==> config.mk <==
export PLATFORM = sky130hd
export DESIGN_NAME = deadline_priority_queue_flat
export DESIGN_NICKNAME = d
export VERILOG_FILES = /design/src/dpq_pkg.sv /design/src/dpq_if.sv /design/src/deadline_priority_queue.sv /design/src/flat_wrapper.sv
export VERILOG_INCLUDE_DIRS = /design/src /design/src/src
export SDC_FILE = /design/constraint.sdc
export NUM_CORES = 1
export LEC_CHECK = 0
export ABC_AREA = 1
export BUFFER_PORTS_ARGS = -buffer_cell sky130_fd_sc_hd__buf_2
export CAP_MARGIN = 20
export CORE_MARGIN = 4
export CORE_UTILIZATION = 55
export DETAILED_ROUTE_END_ITERATION = 10
export PLACE_DENSITY = 0.78
export SYNTH_ARGS = -nofsm -noshare
export SYNTH_HDL_FRONTEND = slang
export SYNTH_SLANG_ARGS = --single-unit
==> constraint.sdc <==
create_clock -name clock -period 6.51 [get_ports clock]
set_input_delay 0.3255 -clock clock [delete_from_list [all_inputs] [get_ports clock]]
set_output_delay 0.3255 -clock clock [all_outputs]
set_load 0.005 [all_outputs]
==> src/deadline_priority_queue_defines.svh <==
// Assertion macros shared by the deadline priority queue RTL.
// Depends on nothing; included by modules that carry assertions.
`ifndef DEADLINE_PRIORITY_QUEUE_DEFINES_SVH
`define DEADLINE_PRIORITY_QUEUE_DEFINES_SVH
// Implication checked on every clock edge outside reset.
`define DPQ_ASSERT_IMP(label, clk, rst, ante, cons) \
   label: assert property (@(posedge clk) disable iff (rst) (ante) |-> (cons)) \
      else $error("assertion failed");
// Implication whose consequent is checked in the cycle after the antecedent.
`define DPQ_ASSERT_NEXT(label, clk, rst, ante, cons) \
   label: assert property (@(posedge clk) disable iff (rst) (ante) |=> (cons)) \
      else $error("assertion failed");
`endif

==> src/dpq_pkg.sv <==
// Types and constants for the deadline priority queue.
// Depends on nothing.
package dpq_pkg;
   localparam int unsigned DefaultDepth = 8;
   localparam logic [15:0] IdleDeadline = 16'd9999;
   localparam logic        ActInsert = 1'b0;
   localparam logic        ActPop = 1'b1;

   typedef struct packed {
      logic        action;
      logic [7:0]  task_id;
      logic [15:0] deadline;
      logic [15:0] compute_time;
   } req_type;

   typedef struct packed {
      logic [7:0] popped_id;
      logic       pop_valid;
      logic       insert_accepted;
      logic [3:0] occupancy;
   } rsp_type;

   typedef struct packed {
      logic [7:0]  task_id;
      logic [15:0] deadline;
   } entry_type;
endpackage

==> src/dpq_if.sv <==
// Valid/ready channel interfaces for the deadline priority queue.
// Depends on dpq_pkg.
interface dpq_req_if;
   logic            valid;
   logic            ready;
   dpq_pkg::req_type payload;
   modport source (output valid, output payload, input ready);
   modport sink (input valid, input payload, output ready);
endinterface

interface dpq_rsp_if;
   logic            valid;
   logic            ready;
   dpq_pkg::rsp_type payload;
   modport source (output valid, output payload, input ready);
   modport sink (input valid, input payload, output ready);
endinterface

==> src/deadline_priority_queue.sv <==
// Channel  | Dir | Payload
// req      | in  | action, task_id, deadline, compute_time
// rsp      | out | popped_id, pop_valid, insert_accepted, occupancy
// Insert: one memory write when the queue is not full; the result is registered.
// Pop: one memory read per cycle scans slots for the minimum, then a read
//   and a write move each later slot down by one; the result is registered.
// Reset clears the count and control only; the slot memory is not cleared.
// A waiting result stalls the next item until rsp is taken.
// Top level of the deadline priority queue; depends on dpq_pkg, dpq_if and
// deadline_priority_queue_defines.svh.
`include "deadline_priority_queue_defines.svh"
module deadline_priority_queue #(
   parameter int unsigned QUEUE_DEPTH = dpq_pkg::DefaultDepth
) (
   input logic   clock,
   input logic   reset,
   dpq_req_if.sink   req,
   dpq_rsp_if.source rsp
);
   import dpq_pkg::*;

   localparam int AW = $clog2(QUEUE_DEPTH);
   localparam int CW = $clog2(QUEUE_DEPTH + 1);
   localparam logic [2:0] StIdle = 3'd0, StScan = 3'd1, StScanEnd = 3'd2,
                          StShift = 3'd3, StShiftWr = 3'd4, StDone = 3'd5;

   entry_type   mem [QUEUE_DEPTH];
   entry_type   rd_data;
   logic        rd_en, wr_en;
   logic [AW-1:0] rd_addr, wr_addr;
   entry_type   wr_data;

   logic [2:0]  state_ff, state_in;
   logic [CW-1:0] count_ff, count_in;
   logic [CW-1:0] idx_ff, idx_in;
   logic [AW-1:0] best_ff, best_in;
   entry_type   best_e_ff, best_e_in;
   logic        rsp_valid_ff, rsp_valid_in;
   rsp_type     rsp_ff, rsp_in;

   always_ff @(posedge clock) begin
      if (wr_en) mem[wr_addr] <= wr_data;
      if (rd_en) rd_data <= mem[rd_addr];
   end

   assign req.ready = (state_ff == StIdle) && !rsp_valid_ff;
   assign rsp.valid = rsp_valid_ff;
   assign rsp.payload = rsp_ff;

   always_comb begin
      state_in = state_ff;
      count_in = count_ff;
      idx_in = idx_ff;
      best_in = best_ff;
      best_e_in = best_e_ff;
      rsp_valid_in = rsp_valid_ff && !rsp.ready;
      rsp_in = rsp_ff;
      rd_en = 1'b0;
      rd_addr = '0;
      wr_en = 1'b0;
      wr_addr = '0;
      wr_data = '0;
      case (state_ff)
         StIdle: begin
            if (req.valid && req.ready) begin
               rsp_in = '0;
               if (req.payload.action == ActInsert) begin
                  if (count_ff < CW'(QUEUE_DEPTH)) begin
                     wr_en = 1'b1;
                     wr_addr = count_ff[AW-1:0];
                     wr_data.task_id = req.payload.task_id;
                     wr_data.deadline = (req.payload.compute_time == '0)
                        ? IdleDeadline : req.payload.deadline;
                     count_in = count_ff + 1'b1;
                     rsp_in.insert_accepted = 1'b1;
                  end
                  rsp_in.occupancy = 4'(count_in);
                  rsp_valid_in = 1'b1;
               end else if (count_ff == '0) begin
                  rsp_valid_in = 1'b1;
               end else begin
                  rd_en = 1'b1;
                  rd_addr = '0;
                  idx_in = CW'(1);
                  best_in = '0;
                  best_e_in.deadline = '1;
                  state_in = StScan;
               end
            end
         end
         StScan: begin
            // rd_data holds slot idx_ff-1
            if (rd_data.deadline < best_e_ff.deadline || idx_ff == CW'(1)) begin
               best_e_in = rd_data;
               best_in = AW'(idx_ff - 1'b1);
            end
            if (idx_ff == count_ff) begin
               state_in = StScanEnd;
            end else begin
               rd_en = 1'b1;
               rd_addr = idx_ff[AW-1:0];
               idx_in = idx_ff + 1'b1;
            end
         end
         StScanEnd: begin
            rsp_in.popped_id = best_e_ff.task_id;
            rsp_in.pop_valid = 1'b1;
            idx_in = CW'(best_ff) + 1'b1;
            state_in = StShift;
         end
         StShift: begin
            if (idx_ff >= count_ff) begin
               count_in = count_ff - 1'b1;
               rsp_in.occupancy = 4'(count_in);
               state_in = StDone;
            end else begin
               rd_en = 1'b1;
               rd_addr = idx_ff[AW-1:0];
               state_in = StShiftWr;
            end
         end
         StShiftWr: begin
            wr_en = 1'b1;
            wr_addr = AW'(idx_ff - 1'b1);
            wr_data = rd_data;
            idx_in = idx_ff + 1'b1;
            state_in = StShift;
         end
         StDone: begin
            rsp_valid_in = 1'b1;
            state_in = StIdle;
         end
         default: state_in = StIdle;
      endcase
   end

   always_ff @(posedge clock) begin
      if (reset) begin
         state_ff <= StIdle;
         count_ff <= '0;
         rsp_valid_ff <= 1'b0;
      end else begin
         state_ff <= state_in;
         count_ff <= count_in;
         rsp_valid_ff <= rsp_valid_in;
      end
      idx_ff <= idx_in;
      best_ff <= best_in;
      best_e_ff <= best_e_in;
      rsp_ff <= rsp_in;
   end

   `DPQ_ASSERT_IMP(a_count_bound, clock, reset, 1'b1, count_ff <= CW'(QUEUE_DEPTH))
   `DPQ_ASSERT_IMP(a_busy_no_rsp, clock, reset, state_ff != StIdle, !rsp_valid_ff)
   `DPQ_ASSERT_NEXT(a_rsp_hold, clock, reset, rsp_valid_ff && !rsp.ready,
      rsp_valid_ff && $stable(rsp_ff))
   `DPQ_ASSERT_IMP(a_pop_nonempty, clock, reset, state_ff == StScan, count_ff != '0)
endmodule
==> src/flat_wrapper.sv <==
// flat-port wrapper written by rule: the top's interface ports become plain ports
module deadline_priority_queue_flat import dpq_pkg::*;
#(
   parameter int unsigned QUEUE_DEPTH = dpq_pkg::DefaultDepth
)
  (clock, reset, req_valid, req_payload, req_ready, rsp_valid, rsp_payload, rsp_ready);
  dpq_req_if req_i ();
  dpq_rsp_if rsp_i ();
  input logic clock;
  input logic reset;
  input wire logic [$bits(req_i.valid)-1:0] req_valid;
  input wire logic [$bits(req_i.payload)-1:0] req_payload;
  output wire logic [$bits(req_i.ready)-1:0] req_ready;
  output wire logic [$bits(rsp_i.valid)-1:0] rsp_valid;
  output wire logic [$bits(rsp_i.payload)-1:0] rsp_payload;
  input wire logic [$bits(rsp_i.ready)-1:0] rsp_ready;
  assign req_i.valid = req_valid;
  assign req_i.payload = req_payload;
  assign req_ready = req_i.ready;
  assign rsp_valid = rsp_i.valid;
  assign rsp_payload = rsp_i.payload;
  assign rsp_i.ready = rsp_ready;
  deadline_priority_queue #(.QUEUE_DEPTH(QUEUE_DEPTH)) u_core (.clock(clock), .reset(reset), .req(req_i), .rsp(rsp_i));
endmodule
### Word level (Yosys, flattened, before mapping)

Memory sizes are Yosys's and may differ from the RTL's. A register that Yosys moved wholly into a read port is not among the register bits.
Cells that the tools add are included.

* register bits after elaboration: 53
* bits in writable memories: 192
* bits of input ports: 45
* output and inout bits: 16
* memories kept: 1

Memories
* u_core.mem: depth 8, width 24, rd ports 1, clocked after Yosys merged registers in 1, write ports 1, RTL line deadline_priority_queue.sv:27 `entry_type mem [QUEUE_DEPTH];`

* add/sub/neg operators: 5
* magnitude comparators: 3
* eq/ne operators: 15
* mux-type cells: 58
* reduce and logical (&&, ||, !) cells: 22

Operators with widths (number)
* $mux 16: 5
* $mux 24: 3
* $pmux 24 s2: 1
* $mux 3: 13
* $mux 4: 8
* $pmux 16 s2: 1
* $pmux 3 s2: 3
* $pmux 9 s2: 1
* $logic_not 16->1: 1
* $lt 16x16->1: 1
* $pmux 4 s2: 2
* $pmux 4 s4: 1
* $mux 1: 14
* $mux 14: 1
* $pmux 3 s4: 1
* $ne 2x2->1 const B: 5
* $reduce_and 5->1: 2
* $add 4x1->4 const B: 2
* $reduce_and 4->1: 2
* $eq 3x2->1 const B: 2
* $eq 3x3->1 const B: 2
* $ne 2x1->1 const B: 3
* $reduce_and 2->1: 3
* $reduce_bool 2->1: 3
* 19 further kinds: 23

### Longest topological paths before layout

Gate-level depths: netlist (run 1).

* depth after elaboration: 7
* gate-level depth with buffers: 15
* depth with buffers taken out: 13

### Least setup slack after synthesis (run 1)

Ideal clock, no wire load.

* kind: register to register
* from: register u_core.state_ff[0]
* to: register, netlist name u_core.rd_data[0]
* setup time: 442 ps
* data arrival time: 2775 ps
* required time: 6068 ps
* slack: 3293 ps
* stages on the path, launching flop included: 6
* buffers on the path: 0
* period minus slack after synthesis: 3217 ps
* path through: dfxtp_1 -> nor2_2 -> nand2_1 -> nor2_2 -> nand2_2 -> o31ai_1

* cells in the longest elaborated chain, start to end: 5

RTL lines
* from (decl): RTL line deadline_priority_queue.sv:33 `logic [2:0] state_ff, state_in;`
* from (signal assigned): RTL line deadline_priority_queue.sv:139 `state_ff <= StIdle;`
* from (signal assigned): RTL line deadline_priority_queue.sv:143 `state_ff <= state_in;`
* $logic_not 3->1: RTL line deadline_priority_queue.sv:46 `assign req.ready = (state_ff == StIdle) && !rsp_valid_ff;`
* $logic_and 1x1->1: RTL line deadline_priority_queue.sv:46
* named net req_ready: RTL line flat_wrapper.sv:13 `output wire logic [$bits(req_i.ready)-1:0] req_ready;`
* $logic_and 1x1->1: RTL line deadline_priority_queue.sv:65 `if (req.valid && req.ready) begin`
* $mux 1: RTL line deadline_priority_queue.sv:65
* $pmux 1 s3: RTL line deadline_priority_queue.sv:63 `case (state_ff)`
* named net u_core.rd_en: RTL line deadline_priority_queue.sv:29 `logic rd_en, wr_en;`

The timed path passes the listed nets, and every way through them passes these cells.
A chain may end at the register's enable or synchronous reset.

### Final worst setup path (run 1)

* from: register u_core.idx_ff[0]
* to: register, netlist name u_core.rd_data[9]

* cells in the longest elaborated chain, start to end: 3

RTL lines
* from (decl): RTL line deadline_priority_queue.sv:35 `logic [CW-1:0] idx_ff, idx_in;`
* from (signal assigned): RTL line deadline_priority_queue.sv:147 `idx_ff <= idx_in;`
* $ge 4x4->1 or $eq 4x4->1 (tied branches): RTL line deadline_priority_queue.sv:112, deadline_priority_queue.sv:97
* $mux 1, or another cell as far along: RTL line deadline_priority_queue.sv:112 `if (idx_ff >= count_ff) begin`
* $pmux 1 s3 or $pmux 3 s2 (tied branches): RTL line deadline_priority_queue.sv:63

Several ways; a longest one is shown, not always the timed one.

==> flow_summary.ini, run 1 <==
[power]
p_leak_nw = 6.448
peakVddDrop_mv = 0.2019
sw_frac_of_total_pct = 33.06
power_mw = 5.405
combPwrFrac_pct = 27.1
p_int_mw = 3.618
power.density_nw_per_um2 = 380.3
p_clk_share_pct = 29.9
seqPwrFrac_pct = 43.0
netSwitchingPower_mw = 1.787

[final_layout]
diodes = 0
layout.nets = 1396
layout.cells.non_filler = 1632
final_layout_size_suffix_gt1_share_pct = 13.14
seq_area_sq_um = 7998
fillers = 1728
multiInputGateArea_sq_um = 3440
area_growth_pct = 11.87
final_core_util_pct = 62.60

[placement]
gp_congestion = 0.8276
place_inst = 1581
dp_hpwl_microns = 16960
io_buffers = 60

[clock_tree]
cts_resized = 0
htreeDepth = 1
root_buffer = clkbuf_16
cts.sinks = 269
cts_buffer_depth = 3
holdBufCountCts = 0
clkLatencyLatePin_ns = 0.53
cts_tree = done
clk_pin_slew_ns = 0.06
cts_setup_buffers = 0
cts_buffers = 28

[synth]
ys_seq_elements = 269
post-synth-top-count-cell = nand2_1
yosys-top-cells-count = nand2_1 (280), inv_1 (268), edfxtp_1 (261)
ys_seq_area_share_pct = 62.94
yosys_warnings = 0
synth_cells = 1272
syn_nets = 1342
synth_top_area_share_pct = 61.68
yosysTopAreaCell = edfxtp_1
async_flop_share_pct = 0
synth_area_leaders = edfxtp_1 (62%), nand3_1 (8.8%), nand2_1 (8.3%)
syn_area_per_cell_sq_um = 9.990
synth_edf_count = 261
synthFlopType = edfxtp_1
netlist_area_sq_um = 12710
yosys.cell_types.count = 41

[timing]
hold_viol = 0
rsz0062_at_grt = no
period_share_pct = 58.84
max-slew-margin-rel_pct = 21.83
slew_viol_final = 0
finalClockSkew_ns = 0.009938
setup_tns_ns = 0
timing.hold.ws_ns = 0.03951
tightest_slew_ns = 1.168
setup_viol_count_final = 0
max_freq_ghz = 0.2611
period_needed_ns = 3.830

[critical_path]
cp_max_fo = 45
start_kind = register
crit_arrival_ns = 4.12
crit_type = reg -> reg
required_ns = 6.80
cp-end-kind = register

[routing]
wire_per_inst_microns = 17.87
routed_wl_microns = 29170
drc = 0
drt_iter0_drc = 889
firstDrtPassIters = 5
vias = 8904
ant_nets = 0
post_drt_via_cell_ratio = 5.456

[global_route]
grt_antenna_before_repair = 0
grt_overflow = 0
grtUsageTotal_pct = 22.49
grt_max_degree = 55
grt_pass1_wl_microns = 46050
grt_pass1_vias = 8738

[status]
status = complete, no violations

[run]
cap_viol_max_count = 0

[floorplan]
die_area_sq_um = 25600
placementRows = 55
io_pins = 61
start_util_pct = 55.96
chipHeight_microns = 160
die_w_microns = 160
coreArea_sq_um = 22710

[hold_path]
hold_class = in -> reg
-- cells by family (layout without fill, tap and decap cells) --
family | count (synthesis) | count (layout) | synth area share, %
XOR/XNOR | 2 | 2 | 0.1379
AND/OR/NAND/NOR | 578 | 578 | 20.87
buffers and inverters | 330 | 405 | 10.38
flip-flops | 269 | 269 | 62.94
AO/OA/AOI/OAI | 68 | 68 | 3.210
adder cells (fa/ha/maj) | 25 | 25 | 2.462
-- worst max-delay path, cell delays in order, from the launching register on --
cell and delay, ns:
edfxtp_1 0.52, inv_1 0.19, ha_1 0.33, nand2_1 0.06, nor2_1 0.06, nor2_1 0.27, nand4_4 0.64, nand2_2 0.67
buf_4 0.41, nand2_1 0.14, nand3_1 0.10, nand2_1 0.08, nand2_1 0.06, nand2_1 0.05
-- worst paths after layout --
path | startpoint | to | slack [ns] | cells after the start
worst max-delay path | u_core.idx_ff[0] | u_core.rd_data[9] | 2.68 | 13
worst min-delay path | reset | u_core.rsp.valid | 0.04 | 2
worst max register to register | u_core.idx_ff[0] | u_core.rd_data[9] | 2.68 | 13
worst min register to register | u_core.rd_data[21] | u_core.best_e_ff[21] | 0.49 | 0
-- power by group through the flow --
stage	Clock [mW]	Combinational, mW	Sequential [mW]
after floorplan	0	1.04	2.33
after global placement	0	1.38	2.35
after detailed placement	0	1.44	2.36
after CTS	1.63	1.45	2.33
after global routing	1.71	1.63	2.34
final	1.62	1.46	2.33
-- per-stage QoR --
step | area (sq um) | setup WS [ns]
2_1_floorplan | 12710 | 3.293
3_3_place_gp | 13260 | 2.904
3_5_place_dp | 13260 | 2.722
4_1_cts | 14210 | 2.696
5_1_grt | 14210 | 2.422
6_report | 14210 | 2.680
-- registers in the layout (all words and copies together) (netlist names) --
name,cells
u_core.rsp.valid,1
u_core.idx_ff,4
u_core.best_e_ff,24
u_core.count_ff,4
u_core.mem,192
u_core.rsp.payload,14
u_core.rd_data,24
u_core.best_ff,3
u_core.state_ff,3
-- cells in the final DEF (no fill, tap or decap), types with 10 or more instances in the layout --
master       n
edfxtp_1   261
a21oi_1     17
buf_2       60
clkbuf_16   29
nand2_1    280
inv_2       10
nor2_2      11
o21ai_1     19
o21ai_0     12
nand3_2     11
inv_1      268
buf_4       16
nand3_1    223
ha_1        25
nor2_1      27
-- metal layers --
layer / routed length (microns) / global-route usage (%) / part of all wire (%)
met1: 11790 / 30.58 / 40
met2: 14310 / 38.00 / 49
met3: 2413 / 3.355 / 8.3
met4: 654 / 6.531 / 2.2
met5: 0 / 0 / 0
-- cell type report --
type                            instances  share of cell area [%]
Timing Repair Buffer                   76                   2.957
Tap cell                              285                   2.509
Sequential cell                       269                   56.26
Inverter                              278                   7.341
Multi-Input combinational cell        673                   24.20
Clock inverter                         13                  0.8978
Clock buffer                           38                   5.836
Note: power is estimated with default switching activity, not from simulation.
==> run 2: changes to the inputs <==
--- a/config.mk
+++ b/config.mk
@@ -12,7 +12,7 @@
 export CORE_MARGIN = 4
 export CORE_UTILIZATION = 55
 export DETAILED_ROUTE_END_ITERATION = 10
-export PLACE_DENSITY = 0.78
+export PLACE_DENSITY = 0.8
 export SYNTH_ARGS = -nofsm -noshare
 export SYNTH_HDL_FRONTEND = slang
 export SYNTH_SLANG_ARGS = --single-unit
==> constraint.sdc (replaced) <==
create_clock -name clock -period 3.5 [get_ports clock]
set_input_delay 0.175 -clock clock [delete_from_list [all_inputs] [get_ports clock]]
set_output_delay 0.175 -clock clock [all_outputs]
set_load 0.005 [all_outputs]
==> flow_summary.ini, run 2 (synthesis results as in run 1) <==
[final_layout]
final_core_util_pct = 63.33
layout_common_cells = nand2_1 (280), inv_1 (268), edfxtp_1 (261), nand3_1 (223), buf_2 (60)
final_common_cell = nand2_1
top_regs = u_core.mem (192), u_core.best_e_ff (24), u_core.rd_data (24)
layout.nets = 1407
largest_register_ffs = 192
final_layout_size_suffix_gt1_share_pct = 13.04
regMostFlops = u_core.mem
area_growth_pct = 13.17
diodes = 0

[clock_tree]
cts.sinks = 269
cts_buffer_depth = 3
root_buffer = clkbuf_16
cts_buffers = 27
holdBufCountCts = 3
clk_pin_slew_ns = 0.06
cts_setup_buffers = 0
cts_resized = 0
htreeDepth = 1
clkLatencyLatePin_ns = 0.53
cts_tree = done

[timing]
finalClockSkew_ns = 0.01702
setup_tns_ns = 0
period_needed_ns = 2.925
slew_viol_final = 0
tightest_slew_ns = 1.183
max_freq_ghz = 0.3419
rsz0062_at_grt = no
hold_viol = 0
setup_viol_count_final = 0
period_share_pct = 83.57
timing.hold.ws_ns = 0.1227
final.setup.worst_slack_ns = 0.5751
max-slew-margin-rel_pct = 21.14

[critical_path]
critPathBufInv = 2
cp_max_fo = 10
crit_type = reg -> reg
r2r_cells = 10
slowest_delay_ns = 0.50
crit_family = simple AND/OR/NAND/NOR gates
path_depth = 10
cp-end-kind = register
required_ns = 3.71
path_cells = nor2_2 -> nand2_1 -> nor2_2 -> nand2_2 -> inv_2 -> nand2_2 -> o22ai_1 -> nand2_1 -> nor2_2 -> buf_4
r2r_slack_ns = 0.58
cp_slowest_cell = nor2_2
start_kind = register
crit_arrival_ns = 3.14
reg2reg_from = u_core.state_ff[0]
rr_endpoint = u_core.mem[5][3]
cpMostUsedCell = nor2_2

[routing]
firstDrtPassIters = 5
vias = 9025
ant_nets = 0
drt_iter0_drc = 954
drc = 0
post_drt_via_cell_ratio = 5.496
wire_per_inst_microns = 17.57
routed_wl_microns = 28850

[global_route]
grtUsageTotal_pct = 22.17
grt_pass1_wl_microns = 45510
grt_overflow = 0
grt_max_degree = 97
grt_pass1_vias = 8706
grt_antenna_before_repair = 0

[hold_path]
hold_class = in -> reg
holdPathStages = 3
hold_end = u_core.rsp.payload[4]
min-delay-start = req_valid

[floorplan]
placementRows = 55
start_util_pct = 55.96
die_w_microns = 160
chipHeight_microns = 160
die_area_sq_um = 25600
coreArea_sq_um = 22710
io_pins = 61

[placement]
io_buffers = 60
place_ws_ns = 0.6538
dp_hpwl_microns = 16650
gp_congestion = 0.8455

[power]
p_leak_nw = 6.514
power.density_nw_per_um2 = 706.0
peakVddDrop_mv = 0.3308

[run]
cap_viol_max_count = 0

[status]
status = complete, no violations
## run 2: changes by cell type in the layout (fill, tap and decap cells not counted), sizes merged
cell / previous run / this run
buf: 76 / 85
clkinv: 8 / 11
clkbuf: 38 / 30
inv: 280 / 279
dlygate4sd3: 0 / 3
bufinv: 2 / 6
## run 2: per-stage QoR
| step | power [mW] | area [sq um] | cells |
|---|---|---|---|
| after CTS | 10.15 | 14380 | 1642 |
| after floorplan | 6.265 | 12710 | 1272 |
| final | 10.15 | 14380 | 1642 |
| after global routing | 10.69 | 14380 | 1642 |
| after detailed placement | 7.120 | 13420 | 1590 |
| after global placement | 7.023 | 13420 | 1590 |
## run 2: cell type report
cell class,count,area [sq um]
Inverter,278,1044
Timing Repair Buffer,88,618.1
Sequential cell,269,7998
Clock buffer,30,686.9
Tap cell,285,356.6
Fill cell,1678,8328
Multi-Input combinational cell,673,3435
Clock inverter,19,244.0
## run 2: how the worst max path moves through the flow
stage	start	to	slack [ns]
2_1_floorplan	u_core.state_ff[0]	u_core.rd_data[0]	0.28
3_3_place_gp	u_core.state_ff[0]	u_core.mem[5][6]	0.70
3_5_place_dp	u_core.idx_ff[0]	u_core.rd_data[23]	0.65
4_1_cts	u_core.idx_ff[0]	u_core.rd_data[23]	0.63
5_1_grt	u_core.state_ff[0]	u_core.mem[5][8]	0.35
6_report	u_core.state_ff[0]	u_core.mem[5][3]	0.58
## run 2: power breakdown
group | switching [mW] | internal [mW] | total (mW) | leakage, nW
combinational | 1.94 | 0.864 | 2.80 | 3.59
sequential | 0.181 | 4.14 | 4.33 | 2.46
clock | 1.17 | 1.85 | 3.02 | 0.455
total | 3.29 | 6.86 | 10.2 | 6.51
## run 2: metal layers
layer  vias to the layer above  share of wire [%]  track usage (%)
li1                       4288                  -                -
met1                      4216                 39            30.32
met2                       452                 48            36.82
met3                        69                9.9            3.019
met4                         0                3.0            7.743
met5                         -                  0                0
## run 2: worst min-delay path: cells and delay by family
family	cells	cell delay, ns
AND/OR/NAND/NOR	1	0.13
buffers and inverters	2	0.21
